==> src/sv/tgc_pkg.sv <==
// Shared types and constants for the touch gesture classifier.
// No dependencies; every other file refers to this package by scoped names.
package tgc_pkg;

    // Configuration register indexes
    localparam int CFG_IDX_W = 4;
    localparam logic [CFG_IDX_W-1:0] CFG_TAP_MAX_MS     = 4'd0;
    localparam logic [CFG_IDX_W-1:0] CFG_HOLD_MIN_MS    = 4'd1;
    localparam logic [CFG_IDX_W-1:0] CFG_SWIPE_MIN_DIST = 4'd2;
    localparam logic [CFG_IDX_W-1:0] CFG_SWIPE_MAX_MS   = 4'd3;
    localparam int CFG_DATA_W = 16;

    // Reset values of the configuration registers
    localparam logic [15:0] TAP_MAX_MS_RST     = 16'd200;
    localparam logic [15:0] HOLD_MIN_MS_RST    = 16'd800;
    localparam logic [11:0] SWIPE_MIN_DIST_RST = 12'd30;
    localparam logic [15:0] SWIPE_MAX_MS_RST   = 16'd500;

    // Screen mapping: y uses 4/3 of the offset; 1/3 by reciprocal 21846/2^16,
    // exact for the magnitudes seen here (at most 15420).
    localparam int unsigned SCREEN_H   = 240;
    localparam int unsigned RECIP3     = 21846;
    localparam int unsigned RECIP3_SH  = 16;

    // Tap/hold movement limit is 10 screen units, compared squared
    localparam int unsigned TAP_DIST_SQ = 100;

    // Default depth of the queue between front and back
    localparam int QUEUE_DEPTH = 4;

    typedef enum logic [2:0] {
        GEST_NONE        = 3'd0,
        GEST_TAP         = 3'd1,
        GEST_HOLD        = 3'd2,
        GEST_SWIPE_LEFT  = 3'd3,
        GEST_SWIPE_RIGHT = 3'd4,
        GEST_SWIPE_UP    = 3'd5,
        GEST_SWIPE_DOWN  = 3'd6
    } t_gesture;

    // One poll after the state update, front to back
    typedef struct packed {
        logic               active;
        logic [11:0]        x;
        logic signed [13:0] y;
        logic               lift;
        logic signed [12:0] dx;
        logic signed [13:0] dy;
        logic [31:0]        dur;
    } t_rec;

    // Thresholds handed to the back end
    typedef struct packed {
        logic [15:0] tap_max;
        logic [15:0] hold_min;
        logic [15:0] swipe_max;
        logic [23:0] smin_sq;
    } t_thresh;

    // Intermediate stage of the back end
    typedef struct packed {
        logic               active;
        logic [11:0]        x;
        logic signed [13:0] y;
        logic               lift;
        logic [23:0]        sqx;
        logic [25:0]        sqy;
        logic               x_dom;
        logic               dx_pos;
        logic               dy_pos;
        logic               tap_t;
        logic               hold_t;
        logic               swp_t;
    } t_mid;

    typedef struct packed {
        logic               active;
        logic [11:0]        x;
        logic signed [13:0] y;
        t_gesture           gesture;
    } t_result;

endpackage

==> src/sv/tgc_front.sv <==
// Front end: coordinate mapping stage, then touch state tracking.
// Emits one tgc_pkg::t_rec per poll into the queue. Depends on tgc_pkg.
module tgc_front (
    input  logic          i_clk,
    input  logic          i_rst_n,
    input  logic          i_valid,
    output logic          o_ready,
    input  logic          i_touch,
    input  logic [11:0]   i_raw_x,
    input  logic [11:0]   i_raw_y,
    input  logic [31:0]   i_now,
    input  logic          i_q_full,
    output logic          o_push,
    output tgc_pkg::t_rec o_rec
);

    logic [13:0]        w_x3;
    logic [11:0]        w_sx;
    logic signed [12:0] w_v;
    logic signed [12:0] w_neg_v;
    logic [11:0]        w_av;
    logic [28:0]        w_prod;
    logic [12:0]        w_q;
    logic signed [13:0] w_qs;
    logic signed [13:0] w_sy;
    logic               w_accept;
    logic signed [14:0] w_dy_full;

    logic               r_s1_valid;
    logic               r_s1_touch;
    logic [11:0]        r_s1_sx;
    logic signed [13:0] r_s1_sy;
    logic [31:0]        r_s1_now;

    logic               r_active;
    logic [11:0]        r_start_x;
    logic signed [13:0] r_start_y;
    logic [11:0]        r_recent_x;
    logic signed [13:0] r_recent_y;
    logic [31:0]        r_start_time;

    // x = raw*3/4
    assign w_x3 = {2'b00, i_raw_x} + {1'b0, i_raw_x, 1'b0};
    assign w_sx = w_x3[13:2];

    // y = trunc((240 - raw)*4/3), divided on the magnitude, sign put back
    assign w_v     = 13'(tgc_pkg::SCREEN_H) - $signed({1'b0, i_raw_y});
    assign w_neg_v = -w_v;
    assign w_av    = w_v[12] ? w_neg_v[11:0] : w_v[11:0];
    assign w_prod  = 29'({w_av, 2'b00}) * 29'(tgc_pkg::RECIP3);
    assign w_q     = w_prod[28:tgc_pkg::RECIP3_SH];
    assign w_qs    = $signed({1'b0, w_q});
    assign w_sy    = w_v[12] ? -w_qs : w_qs;

    assign o_push   = r_s1_valid && !i_q_full;
    assign o_ready  = i_rst_n && (!r_s1_valid || !i_q_full);
    assign w_accept = i_valid && o_ready;

    always_ff @(posedge i_clk) begin
        if (!i_rst_n) begin
            r_s1_valid <= 1'b0;
        end else if (w_accept) begin
            r_s1_valid <= 1'b1;
        end else if (o_push) begin
            r_s1_valid <= 1'b0;
        end
    end

    always_ff @(posedge i_clk) begin
        if (w_accept) begin
            r_s1_touch <= i_touch;
            r_s1_sx    <= w_sx;
            r_s1_sy    <= w_sy;
            r_s1_now   <= i_now;
        end
    end

    always_ff @(posedge i_clk) begin
        if (!i_rst_n) begin
            r_active     <= 1'b0;
            r_start_x    <= '0;
            r_start_y    <= '0;
            r_recent_x   <= '0;
            r_recent_y   <= '0;
            r_start_time <= '0;
        end else if (o_push) begin
            if (r_s1_touch) begin
                if (!r_active) begin
                    r_active     <= 1'b1;
                    r_start_x    <= r_s1_sx;
                    r_start_y    <= r_s1_sy;
                    r_start_time <= r_s1_now;
                end
                r_recent_x <= r_s1_sx;
                r_recent_y <= r_s1_sy;
            end else begin
                r_active <= 1'b0;
            end
        end
    end

    assign w_dy_full = 15'(r_recent_y) - 15'(r_start_y);

    always_comb begin
        o_rec.active = r_s1_touch;
        o_rec.x      = r_s1_touch ? r_s1_sx : r_recent_x;
        o_rec.y      = r_s1_touch ? r_s1_sy : r_recent_y;
        o_rec.lift   = !r_s1_touch && r_active;
        o_rec.dx     = $signed({1'b0, r_recent_x}) - $signed({1'b0, r_start_x});
        o_rec.dy     = w_dy_full[13:0];
        o_rec.dur    = r_s1_now - r_start_time;   // wraps modulo 2^32
    end

endmodule

==> src/sv/tgc_fifo.sv <==
// Small register queue carrying tgc_pkg::t_rec from front to back.
// Depth is a parameter (at least 2). Depends on tgc_pkg.
module tgc_fifo #(
    parameter int DEPTH = tgc_pkg::QUEUE_DEPTH
) (
    input  logic          i_clk,
    input  logic          i_rst_n,
    input  logic          i_push,
    input  tgc_pkg::t_rec i_data,
    output logic          o_full,
    input  logic          i_pop,
    output logic          o_valid,
    output tgc_pkg::t_rec o_data
);

    localparam int PW = $clog2(DEPTH);
    localparam int CW = $clog2(DEPTH + 1);

    tgc_pkg::t_rec r_mem [DEPTH];
    logic [PW-1:0] r_wr_ptr;
    logic [PW-1:0] r_rd_ptr;
    logic [CW-1:0] r_count;
    logic          w_wr;
    logic          w_rd;

    assign o_full  = (r_count == CW'(DEPTH));
    assign o_valid = (r_count != '0);
    assign o_data  = r_mem[r_rd_ptr];
    assign w_wr    = i_push && !o_full;
    assign w_rd    = i_pop && o_valid;

    always_ff @(posedge i_clk) begin
        if (!i_rst_n) begin
            r_wr_ptr <= '0;
            r_rd_ptr <= '0;
            r_count  <= '0;
        end else begin
            if (w_wr) begin
                r_wr_ptr <= (r_wr_ptr == PW'(DEPTH - 1)) ? '0 : r_wr_ptr + 1'b1;
            end
            if (w_rd) begin
                r_rd_ptr <= (r_rd_ptr == PW'(DEPTH - 1)) ? '0 : r_rd_ptr + 1'b1;
            end
            if (w_wr && !w_rd) begin
                r_count <= r_count + 1'b1;
            end else if (w_rd && !w_wr) begin
                r_count <= r_count - 1'b1;
            end
        end
    end

    always_ff @(posedge i_clk) begin
        if (w_wr) begin
            r_mem[r_wr_ptr] <= i_data;
        end
    end

endmodule

==> src/sv/tgc_back.sv <==
// Back end: squares of the displacement and duration compares, then
// gesture decision into the output register. Depends on tgc_pkg.
module tgc_back (
    input  logic             i_clk,
    input  logic             i_rst_n,
    input  logic             i_q_valid,
    output logic             o_pop,
    input  tgc_pkg::t_rec    i_rec,
    input  tgc_pkg::t_thresh i_thr,
    output logic             o_valid,
    input  logic             i_ready,
    output tgc_pkg::t_result o_res
);

    logic signed [12:0] w_ndx;
    logic signed [13:0] w_ndy;
    logic [11:0]        w_ax;
    logic [12:0]        w_ay;
    logic               w_b1_adv;
    logic               w_b1_ready;
    logic [26:0]        w_sq;
    logic               w_near;
    logic               w_far;
    tgc_pkg::t_gesture  w_gest;

    logic               r_b1_valid;
    tgc_pkg::t_mid      r_b1;
    logic               r_out_valid;
    tgc_pkg::t_result   r_res;

    assign w_ndx = -i_rec.dx;
    assign w_ndy = -i_rec.dy;
    assign w_ax  = i_rec.dx[12] ? w_ndx[11:0] : i_rec.dx[11:0];
    assign w_ay  = i_rec.dy[13] ? w_ndy[12:0] : i_rec.dy[12:0];

    assign w_b1_adv   = r_b1_valid && (!r_out_valid || i_ready);
    assign w_b1_ready = !r_b1_valid || w_b1_adv;
    assign o_pop      = i_q_valid && w_b1_ready;

    always_ff @(posedge i_clk) begin
        if (!i_rst_n) begin
            r_b1_valid <= 1'b0;
        end else if (o_pop) begin
            r_b1_valid <= 1'b1;
        end else if (w_b1_adv) begin
            r_b1_valid <= 1'b0;
        end
    end

    always_ff @(posedge i_clk) begin
        if (o_pop) begin
            r_b1.active <= i_rec.active;
            r_b1.x      <= i_rec.x;
            r_b1.y      <= i_rec.y;
            r_b1.lift   <= i_rec.lift;
            r_b1.sqx    <= 24'(w_ax) * 24'(w_ax);
            r_b1.sqy    <= 26'(w_ay) * 26'(w_ay);
            r_b1.x_dom  <= {1'b0, w_ax} > w_ay;
            r_b1.dx_pos <= !i_rec.dx[12] && (i_rec.dx != '0);
            r_b1.dy_pos <= !i_rec.dy[13] && (i_rec.dy != '0);
            r_b1.tap_t  <= i_rec.dur < 32'(i_thr.tap_max);
            r_b1.hold_t <= i_rec.dur >= 32'(i_thr.hold_min);
            r_b1.swp_t  <= i_rec.dur < 32'(i_thr.swipe_max);
        end
    end

    assign w_sq   = 27'(r_b1.sqx) + 27'(r_b1.sqy);
    assign w_near = w_sq < 27'(tgc_pkg::TAP_DIST_SQ);
    assign w_far  = w_sq >= 27'(i_thr.smin_sq);

    // tap wins over hold, hold over swipe
    always_comb begin
        w_gest = tgc_pkg::GEST_NONE;
        if (r_b1.lift) begin
            if (w_near && r_b1.tap_t) begin
                w_gest = tgc_pkg::GEST_TAP;
            end else if (w_near && r_b1.hold_t) begin
                w_gest = tgc_pkg::GEST_HOLD;
            end else if (w_far && r_b1.swp_t) begin
                if (r_b1.x_dom) begin
                    w_gest = r_b1.dx_pos ? tgc_pkg::GEST_SWIPE_RIGHT
                                         : tgc_pkg::GEST_SWIPE_LEFT;
                end else begin
                    w_gest = r_b1.dy_pos ? tgc_pkg::GEST_SWIPE_DOWN
                                         : tgc_pkg::GEST_SWIPE_UP;
                end
            end
        end
    end

    always_ff @(posedge i_clk) begin
        if (!i_rst_n) begin
            r_out_valid <= 1'b0;
        end else if (w_b1_adv) begin
            r_out_valid <= 1'b1;
        end else if (i_ready) begin
            r_out_valid <= 1'b0;
        end
    end

    always_ff @(posedge i_clk) begin
        if (w_b1_adv) begin
            r_res.active  <= r_b1.active;
            r_res.x       <= r_b1.x;
            r_res.y       <= r_b1.y;
            r_res.gesture <= w_gest;
        end
    end

    assign o_valid = r_out_valid;
    assign o_res   = r_res;

endmodule

==> src/sv/touch_gesture_classifier_top.sv <==
// Top level of the touch gesture classifier: config registers, front end,
// queue and back end. Depends on tgc_pkg, tgc_front, tgc_fifo, tgc_back.
//
//  channel | dir | handshake                       | payload
//  --------+-----+---------------------------------+---------------------------------------
//  s_axis  | in  | i_s_axis_tvalid/o_s_axis_tready | tdata raw_x,raw_y,now_ms; tuser touch
//  m_axis  | out | o_m_axis_tvalid/i_m_axis_tready | tdata screen_x,screen_y,gesture;
//          |     |                                 | tuser touch_active
//  cfg     | in  | i_cfg_valid/o_cfg_ready         | i_cfg_index, i_cfg_data
//
// One poll per cycle sustained while the output keeps accepting; a poll passes the mapping
// register (loaded at the transfer), the state update into the queue, the squaring stage
// and the decision into the output register. The multiply in the mapping stage and the
// displacement squares set the stage timing.
// Reset is synchronous: touch state cleared, thresholds to defaults; input and
// config ready are low while reset is held.
// A stalled output fills the back stages and the queue before input stalls.
module touch_gesture_classifier_top #(
    parameter int QUEUE_DEPTH = tgc_pkg::QUEUE_DEPTH
) (
    input  logic                           i_clk,
    input  logic                           i_rst_n,
    input  logic                           i_s_axis_tvalid,
    output logic                           o_s_axis_tready,
    input  logic [55:0]                    i_s_axis_tdata,  // raw_x[11:0], raw_y[23:12], now_ms[55:24]
    input  logic                           i_s_axis_tuser,  // touch_present
    output logic                           o_m_axis_tvalid,
    input  logic                           i_m_axis_tready,
    output logic [31:0]                    o_m_axis_tdata,  // screen_x[11:0], screen_y[25:12], gesture[28:26]
    output logic                           o_m_axis_tuser,  // touch_active
    input  logic                           i_cfg_valid,
    output logic                           o_cfg_ready,
    input  logic [tgc_pkg::CFG_IDX_W-1:0]  i_cfg_index,
    input  logic [tgc_pkg::CFG_DATA_W-1:0] i_cfg_data
);

    logic [15:0] r_tap_max;
    logic [15:0] r_hold_min;
    logic [15:0] r_swipe_max;
    logic [23:0] r_smin_sq;

    tgc_pkg::t_thresh w_thr;
    tgc_pkg::t_rec    w_push_rec;
    tgc_pkg::t_rec    w_pop_rec;
    tgc_pkg::t_result w_res;
    logic             w_push;
    logic             w_q_full;
    logic             w_pop;
    logic             w_q_valid;

    assign o_cfg_ready = i_rst_n;

    // distance threshold is kept squared
    always_ff @(posedge i_clk) begin
        if (!i_rst_n) begin
            r_tap_max   <= tgc_pkg::TAP_MAX_MS_RST;
            r_hold_min  <= tgc_pkg::HOLD_MIN_MS_RST;
            r_swipe_max <= tgc_pkg::SWIPE_MAX_MS_RST;
            r_smin_sq   <= 24'(tgc_pkg::SWIPE_MIN_DIST_RST) * 24'(tgc_pkg::SWIPE_MIN_DIST_RST);
        end else if (i_cfg_valid) begin
            unique case (i_cfg_index)
                tgc_pkg::CFG_TAP_MAX_MS:     r_tap_max   <= i_cfg_data;
                tgc_pkg::CFG_HOLD_MIN_MS:    r_hold_min  <= i_cfg_data;
                tgc_pkg::CFG_SWIPE_MIN_DIST: begin
                    r_smin_sq <= 24'(i_cfg_data[11:0]) * 24'(i_cfg_data[11:0]);
                end
                tgc_pkg::CFG_SWIPE_MAX_MS:   r_swipe_max <= i_cfg_data;
                default: ;
            endcase
        end
    end

    always_comb begin
        w_thr.tap_max   = r_tap_max;
        w_thr.hold_min  = r_hold_min;
        w_thr.swipe_max = r_swipe_max;
        w_thr.smin_sq   = r_smin_sq;
    end

    tgc_front u_front (
        .i_clk   (i_clk),
        .i_rst_n (i_rst_n),
        .i_valid (i_s_axis_tvalid),
        .o_ready (o_s_axis_tready),
        .i_touch (i_s_axis_tuser),
        .i_raw_x (i_s_axis_tdata[11:0]),
        .i_raw_y (i_s_axis_tdata[23:12]),
        .i_now   (i_s_axis_tdata[55:24]),
        .i_q_full(w_q_full),
        .o_push  (w_push),
        .o_rec   (w_push_rec)
    );

    tgc_fifo #(
        .DEPTH(QUEUE_DEPTH)
    ) u_fifo (
        .i_clk  (i_clk),
        .i_rst_n(i_rst_n),
        .i_push (w_push),
        .i_data (w_push_rec),
        .o_full (w_q_full),
        .i_pop  (w_pop),
        .o_valid(w_q_valid),
        .o_data (w_pop_rec)
    );

    tgc_back u_back (
        .i_clk    (i_clk),
        .i_rst_n  (i_rst_n),
        .i_q_valid(w_q_valid),
        .o_pop    (w_pop),
        .i_rec    (w_pop_rec),
        .i_thr    (w_thr),
        .o_valid  (o_m_axis_tvalid),
        .i_ready  (i_m_axis_tready),
        .o_res    (w_res)
    );

    assign o_m_axis_tuser = w_res.active;
    assign o_m_axis_tdata = {3'b000, w_res.gesture, w_res.y, w_res.x};

    // A gesture only comes with the lift, so the finger is reported up
    a_gest_on_lift: assert property (@(posedge i_clk) disable iff (!i_rst_n)
        o_m_axis_tvalid && (w_res.gesture != tgc_pkg::GEST_NONE) |-> !w_res.active)
        else $error("gesture reported while touch still active");

    // Durations are unsigned, so a zero limit rules out the gesture
    a_tap_limit: assert property (@(posedge i_clk) disable iff (!i_rst_n)
        o_m_axis_tvalid && (w_res.gesture == tgc_pkg::GEST_TAP) |-> (r_tap_max != '0))
        else $error("tap reported with zero tap limit");

    a_swipe_limit: assert property (@(posedge i_clk) disable iff (!i_rst_n)
        o_m_axis_tvalid && ((w_res.gesture == tgc_pkg::GEST_SWIPE_LEFT) ||
                            (w_res.gesture == tgc_pkg::GEST_SWIPE_RIGHT) ||
                            (w_res.gesture == tgc_pkg::GEST_SWIPE_UP) ||
                            (w_res.gesture == tgc_pkg::GEST_SWIPE_DOWN))
        |-> (r_swipe_max != '0))
        else $error("swipe reported with zero swipe time limit");

endmodule

==> config.mk <==
export PLATFORM = sky130hd
export DESIGN_NAME = touch_gesture_classifier_top
export DESIGN_NICKNAME = d
export VERILOG_FILES = /design/src/sv/tgc_pkg.sv /design/src/sv/tgc_front.sv /design/src/sv/tgc_fifo.sv /design/src/sv/tgc_back.sv /design/src/sv/touch_gesture_classifier_top.sv
export SDC_FILE = /design/constraint.sdc
export NUM_CORES = 2
export LEC_CHECK = 0
export ABC_AREA = 1
export BUFFER_PORTS_ARGS = -buffer_cell sky130_fd_sc_hd__buf_2
export CAP_MARGIN = 10
export CORE_MARGIN = 5
export CORE_UTILIZATION = 30
export CTS_CLUSTER_SIZE = 40
export DETAILED_ROUTE_END_ITERATION = 6
export GPL_TIMING_DRIVEN = 0
export SKIP_CTS_REPAIR_TIMING = 1
export SYNTH_ARGS = -nofsm -noshare
export SYNTH_HDL_FRONTEND = slang
export SYNTH_SLANG_ARGS = --single-unit
==> constraint.sdc <==
create_clock -name i_clk -period 8.3 [get_ports i_clk]
set_clock_uncertainty 0.2 [all_clocks]
set_input_delay 1.245 -clock i_clk [delete_from_list [all_inputs] [get_ports i_clk]]
set_output_delay 1.245 -clock i_clk [all_outputs]
set_load 0.01 [all_outputs]
* Word-level counts from Yosys, hierarchy flattened *
Memory sizes are Yosys's and may differ from the RTL's. A register that Yosys moved wholly into a read port is not among the register bits.
Index checks and enable logic that the tools add are counted.

cells by class
  add/sub/neg operators = 14
  multipliers = 4
  $lt $le $gt $ge = 6
  equality and inequality tests = 6
  muxes and demuxes = 27
  bitwise operators = 3
  reductions and logical operators = 42

operators by type and width
  operator                                                                        count
  32-bit by 16-bit less-than comparator with 1-bit output                         2
  12-bit by 12-bit multiplier with 24-bit output                                  2
  12-bit two-way mux                                                              3
  32-bit by 16-bit >= comparator with 1-bit output                                1
  32-bit subtractor                                                               1
  24-bit by 26-bit adder with 27-bit output                                       1
  27-bit by 24-bit >= comparator with 1-bit output                                1
  27-bit by 7-bit less-than comparator with 1-bit output (second input constant)  1
  12-bit by 14-bit multiplier with 26-bit output (second input constant)          1
  13-bit by 13-bit multiplier with 26-bit output                                  1
  13-bit two-way mux                                                              2
  12-bit negator                                                                  2
  1-bit logical AND                                                               15
  12-bit by 13-bit adder with 14-bit output                                       1
  14-bit two-way mux                                                              1
  2-bit two-way mux                                                               7
  13-bit negator with 14-bit output                                               1
  14-bit nonzero test                                                             1
  14-bit subtractor                                                               1
  12-bit by 13-bit greater-than comparator with 1-bit output                      1
  13-bit negator                                                                  1
  13-bit nonzero test                                                             1
  12-bit by 12-bit subtractor with 13-bit output                                  1
  8-bit by 12-bit subtractor with 13-bit output (first input constant)            1
  other kinds (19)                                                                52

word-level totals
  bits in registers = 340
  memory bits (writable) = 348
  input bits = 82
  memories kept = 1

memories
  name          depth  bits a word  rd ports  clocked after memory_dff  write ports  RTL line        source
  u_fifo.r_mem  4      87           1         1                         1            tgc_fifo.sv:19  tgc_pkg::t_rec r_mem [DEPTH];

* Depth between registers and ports, before layout *
  depth in word-level cells = 9
  gate-level depth with buffers = 42

* Cells and area by module *
From an unflattened synthesis, not the netlist that was laid out.

second synthesis, totals
  cells, all modules = 5268
  area total of the unflattened synthesis = 48287.6 µm²

modules (own cells, without submodules)
  module                        instances  cells an instance  area each (µm²)
  tgc_back                      1          1972               16373.2
  tgc_fifo                      1          912                13404.1
  tgc_front                     1          1485               11853.9
  touch_gesture_classifier_top  1          899                6656.4

* Worst setup path after synthesis *
OpenSTA, ideal clock, no wires.

  path kind = input -> register
  from = input port i_s_axis_tdata[13]
  to = register u_front.r_s1_sy[12] (data pin)
  data arrival time = 6.976 ns
  data required time = 7.848 ns
  setup slack = 0.871 ns
  cell stages on the path = 36
  path buffers = 0
  cell sequence = inv_1 ha_1 nand2_2 nand3_1 xor2_1 inv_1 nor2_1 nand3_1 o21ai_2 nand2_1 nand2_1 nand2_1 inv_1 ha_1 inv_1 fa_1 fa_1 fa_1 fa_1 inv_1 ha_1 nand2_1 nor2_1 inv_1 nor3_1 nand2_1 nand2_1 xor2_2 ha_1 nand3_1 nor2_1 nand2_2 o21ai_4 nand2_1 nand2_1 nand2_1

between the ends
  longest elaborated chain between the ends = 6

RTL lines
  element                                            RTL line                            source
  start, declared                                    touch_gesture_classifier_top.sv:25  input logic [55:0] i_s_axis_tdata,
  8-bit by 12-bit subtractor with 13-bit output (*)  tgc_front.sv:47                     assign w_v = 13'(tgc_pkg::SCREEN_H) - $signed({1'b0, i_raw_y});
  12-bit negator                                     tgc_front.sv:48                     assign w_neg_v = -w_v;
  12-bit two-way mux                                 tgc_front.sv:49                     assign w_av = w_v[12] ? w_neg_v[11:0] : w_v[11:0];
  12-bit by 14-bit multiplier with 26-bit output     tgc_front.sv:50                     assign w_prod = 29'({w_av, 2'b00}) * 29'(tgc_pkg::RECIP3);
  13-bit negator with 14-bit output                  tgc_front.sv:53                     assign w_sy = w_v[12] ? -w_qs : w_qs;
  13-bit two-way mux (*)                             tgc_front.sv:53
  net u_front.w_sy[12]                               tgc_front.sv:25                     logic signed [13:0] w_sy;
  end signal, assigned                               tgc_front.sv:73                     r_s1_sy <= w_sy;
  end, declared                                      tgc_front.sv:32                     logic signed [13:0] r_s1_sy;

The timed path passes the listed nets; every way through them passes the cells marked *.
A chain may end at the register's enable or synchronous reset.

==> impl_results.md <==
* Status: finished clean
* Post-synth EDFFs at 519
* Worst-margin pin slew at 1.28 ns
* Port-buffer cells at 114
* Layout overhead on the synthesized area at 13.3%
* DRT antenna net count at 0
* Overall Global Routing Usage at 14.3%
* Synth Cell Area at 46400 um^2
* WP depth at 37
* First-pass GRT wire length at 187000 um
* H-tree levels at 3
* GR Util met3 at 2.01%
* Compound-Gate Fraction of Synth Area at 11.5%
* CP Max Fanout at 10
* DP Cell Count at 7010
* Reg2reg path depth at 37
* Number of global-route vias before repair at 33600
* WP data required at 8.41 ns
* Die area at 163000 um^2
* Yosys warns at 0
* Clk buf depth at 3
* Grt total ovfl at 0
* Gpl congestion at 0.887
* Worst setup EP type: flop
* Grt met2 use at 24.1%
* Maxcap violations at 0
* Vias post-DR at 33900
* Largest net degree at the start of global routing at 51
* Post-synth ARST share at 0%
* Final setup fails at 0
* CTS tree: done
* Minimum hold slack at 0.212 ns
* CP Buf/Inv Count at 11
* Xor and xnor area share after synthesis at 3.64%
* Slew Limit Fails at 0
* Critical path class: reg2reg
* Mux share of post-synthesis cell area at 0.0243%
* CP max-delay cell: fa_1
* RSZ-0062 raised after global routing: no
* Syn_area_per_cell at 9.60 um^2
* Share of layout cells above drive strength 1 at 7.34%
* Fill cells at 15600
* Post-Synthesis Cells at 4833
* Antenna violations before repair at 15
* Die X at 403 um
* 1st-iter DRT viols at 2298
* Fin crit period at 7.88 ns
* Drt first pass iters at 5
* Layer with the highest usage: met2
* FMAX at 127 MHz
* Worst skew pair latency at 0.63 ns
* Final Hold Fails at 0
* Final net count at 5854
* Via/cell ratio at 4.73
* Max transition margin at 13.8%
* Setup TNS at 0 ns
* DPL Wire Length at 93400 um
* DIE HEIGHT at 403 um
* Met1 Use GR at 19.7%
* Non-filler cells, final at 7156
* Wire per inst at 16.6 um
* Clock Sinks at 687
* CP Data Arrival Time at 8.00 ns
* Sequential-to-total area share from yosys stat at 40.8%
* Root Buffer: clkbuf_16
* Synth Flop Type: edfxtp_1
* Post-synthesis simple-gate area fraction at 11.4%
* TritonCTS Buffers at 74
* Hold Crit Class: reg2reg
* Num ports at 118
* Cell mode on critical path: inv_1
* Worst setup SP type: flop
* Final period util at 95.0%
* Main combinational cell family by area after synthesis: adder cells
* CORE AREA at 154000 um^2
* CP top delay family: adder cells
* Number of remaining DRC errors at 0
* Initial Util at 30.1%
* Worst R2R Setup Slack at 0.42 ns
* WHS Path Cells at 0
* Post-Route WL at 119000 um
* Register bit count reported by yosys at 687
* Worst-path clk slew at 0.06 ns
* Num rows at 144
* Crit-path max cell delay at 0.55 ns
* Post-Synth Adder-Cell Area at 24.4%
* Synth cell types at 68
sequential cells by signal, summed over array words and instances (netlist names), 2 cells and up, named ones only:
name	flops
r_hold_min	16
r_smin_sq	23
r_swipe_max	16
r_tap_max	16
u_back.o_res	30
u_back.r_b1	82
u_fifo.r_count	3
u_fifo.r_mem	348
u_fifo.r_rd_ptr	2
u_fifo.r_wr_ptr	2
u_front.r_recent_x	12
u_front.r_recent_y	14
u_front.r_s1_now	32
u_front.r_s1_sx	12
u_front.r_s1_sy	14
u_front.r_start_time	32
u_front.r_start_x	12
u_front.r_start_y	14
through the flow:
step	util (%)	instance area [um^2]	setup slack, ns
floorplan	-	46400	0.871
global placement	32.2	49500	-0.302
detailed placement	32.5	49900	-0.356
CTS	34.1	52400	-0.446
global route	34.2	52600	0.0218
finish	34.2	52600	0.415
Yosys cell counts, types with 20 or more instances:
| master | number | area, um^2 |
|---|---|---|
| fa_1 | 299 | 5990 |
| a21oi_1 | 399 | 2000 |
| o21ai_0 | 377 | 1890 |
| xnor2_1 | 59 | 517 |
| nor3_1 | 34 | 170 |
| nor2_1 | 409 | 1540 |
| nand3_1 | 107 | 536 |
| edfxtp_1 | 519 | 15600 |
| nand4_1 | 37 | 231 |
| xor2_1 | 119 | 1040 |
| buf_2 | 31 | 155 |
| nor4_1 | 20 | 125 |
| dfxtp_1 | 168 | 3360 |
| inv_1 | 807 | 3030 |
| o22ai_1 | 46 | 288 |
| ha_1 | 428 | 5360 |
| clkbuf_1 | 99 | 372 |
| nand2_1 | 631 | 2370 |
logic make-up (layout without fill, tap and decap cells):
family | count (synthesis) | count (layout)
muxes | 1 | 1
buffers and inverters | 972 | 1243
AOI/OAI and AO/OA | 974 | 974
adders and majority gates | 727 | 727
DFF | 687 | 687
other | 1 | 9
xor gates and xnor gates | 186 | 186
and+or+nand+nor | 1285 | 1285
area by class of cell:
type / count / area [um^2] / share of cell area, %
flip-flops and latches: 687 / 18900 / 36.0
clock inverters: 28 / 373 / 0.709
diodes: 6 / 15.0 / 0.0286
plain buffers: 147 / 692 / 1.32
multi-input cells: 3176 / 23800 / 45.3
well taps: 2044 / 2560 / 4.87
repair buffers: 134 / 951 / 1.81
clock buffers: 109 / 2140 / 4.07
inverters: 825 / 3100 / 5.90
cell usage in the layout, fill, tap and decap left out, types with 18 or more instances in the layout:
master | Yosys | routed
a21oi_1 | 399 | 397
edfxtp_1 | 519 | 519
buf_2 | 31 | 142
nor3_1 | 34 | 34
dfxtp_1 | 168 | 168
o22ai_1 | 46 | 46
nor4_1 | 20 | 20
clkbuf_16 | 0 | 77
nand3_1 | 107 | 107
o21ai_1 | 18 | 20
nand4_1 | 37 | 37
nand2_1 | 631 | 631
o211ai_1 | 18 | 18
fa_1 | 299 | 299
xnor2_1 | 59 | 57
nor2_1 | 409 | 404
xor2_1 | 119 | 117
o21ai_0 | 377 | 375
ha_1 | 428 | 428
clkbuf_1 | 99 | 117
inv_1 | 807 | 806
worst paths after layout:
check | startpoint | to
worst max-delay path | flop | u_back.r_b1[29]
worst min-delay path | u_back.r_b1[59] | u_back.o_res[5]
worst max register to register | flop | u_back.r_b1[29]
worst min register to register | u_back.r_b1[59] | u_back.o_res[5]
per-layer routing:
metal | up-vias | routed length (um)
li1 | 16500 | -
met1 | 16400 | 54400
met2 | 822 | 55700
met3 | 150 | 6360
met4 | 8 | 2240
met5 | - | 48
Power is left out: the tool's default activity adds up to more than one toggle a clock period on the data nets, which glitch-free logic cannot reach.
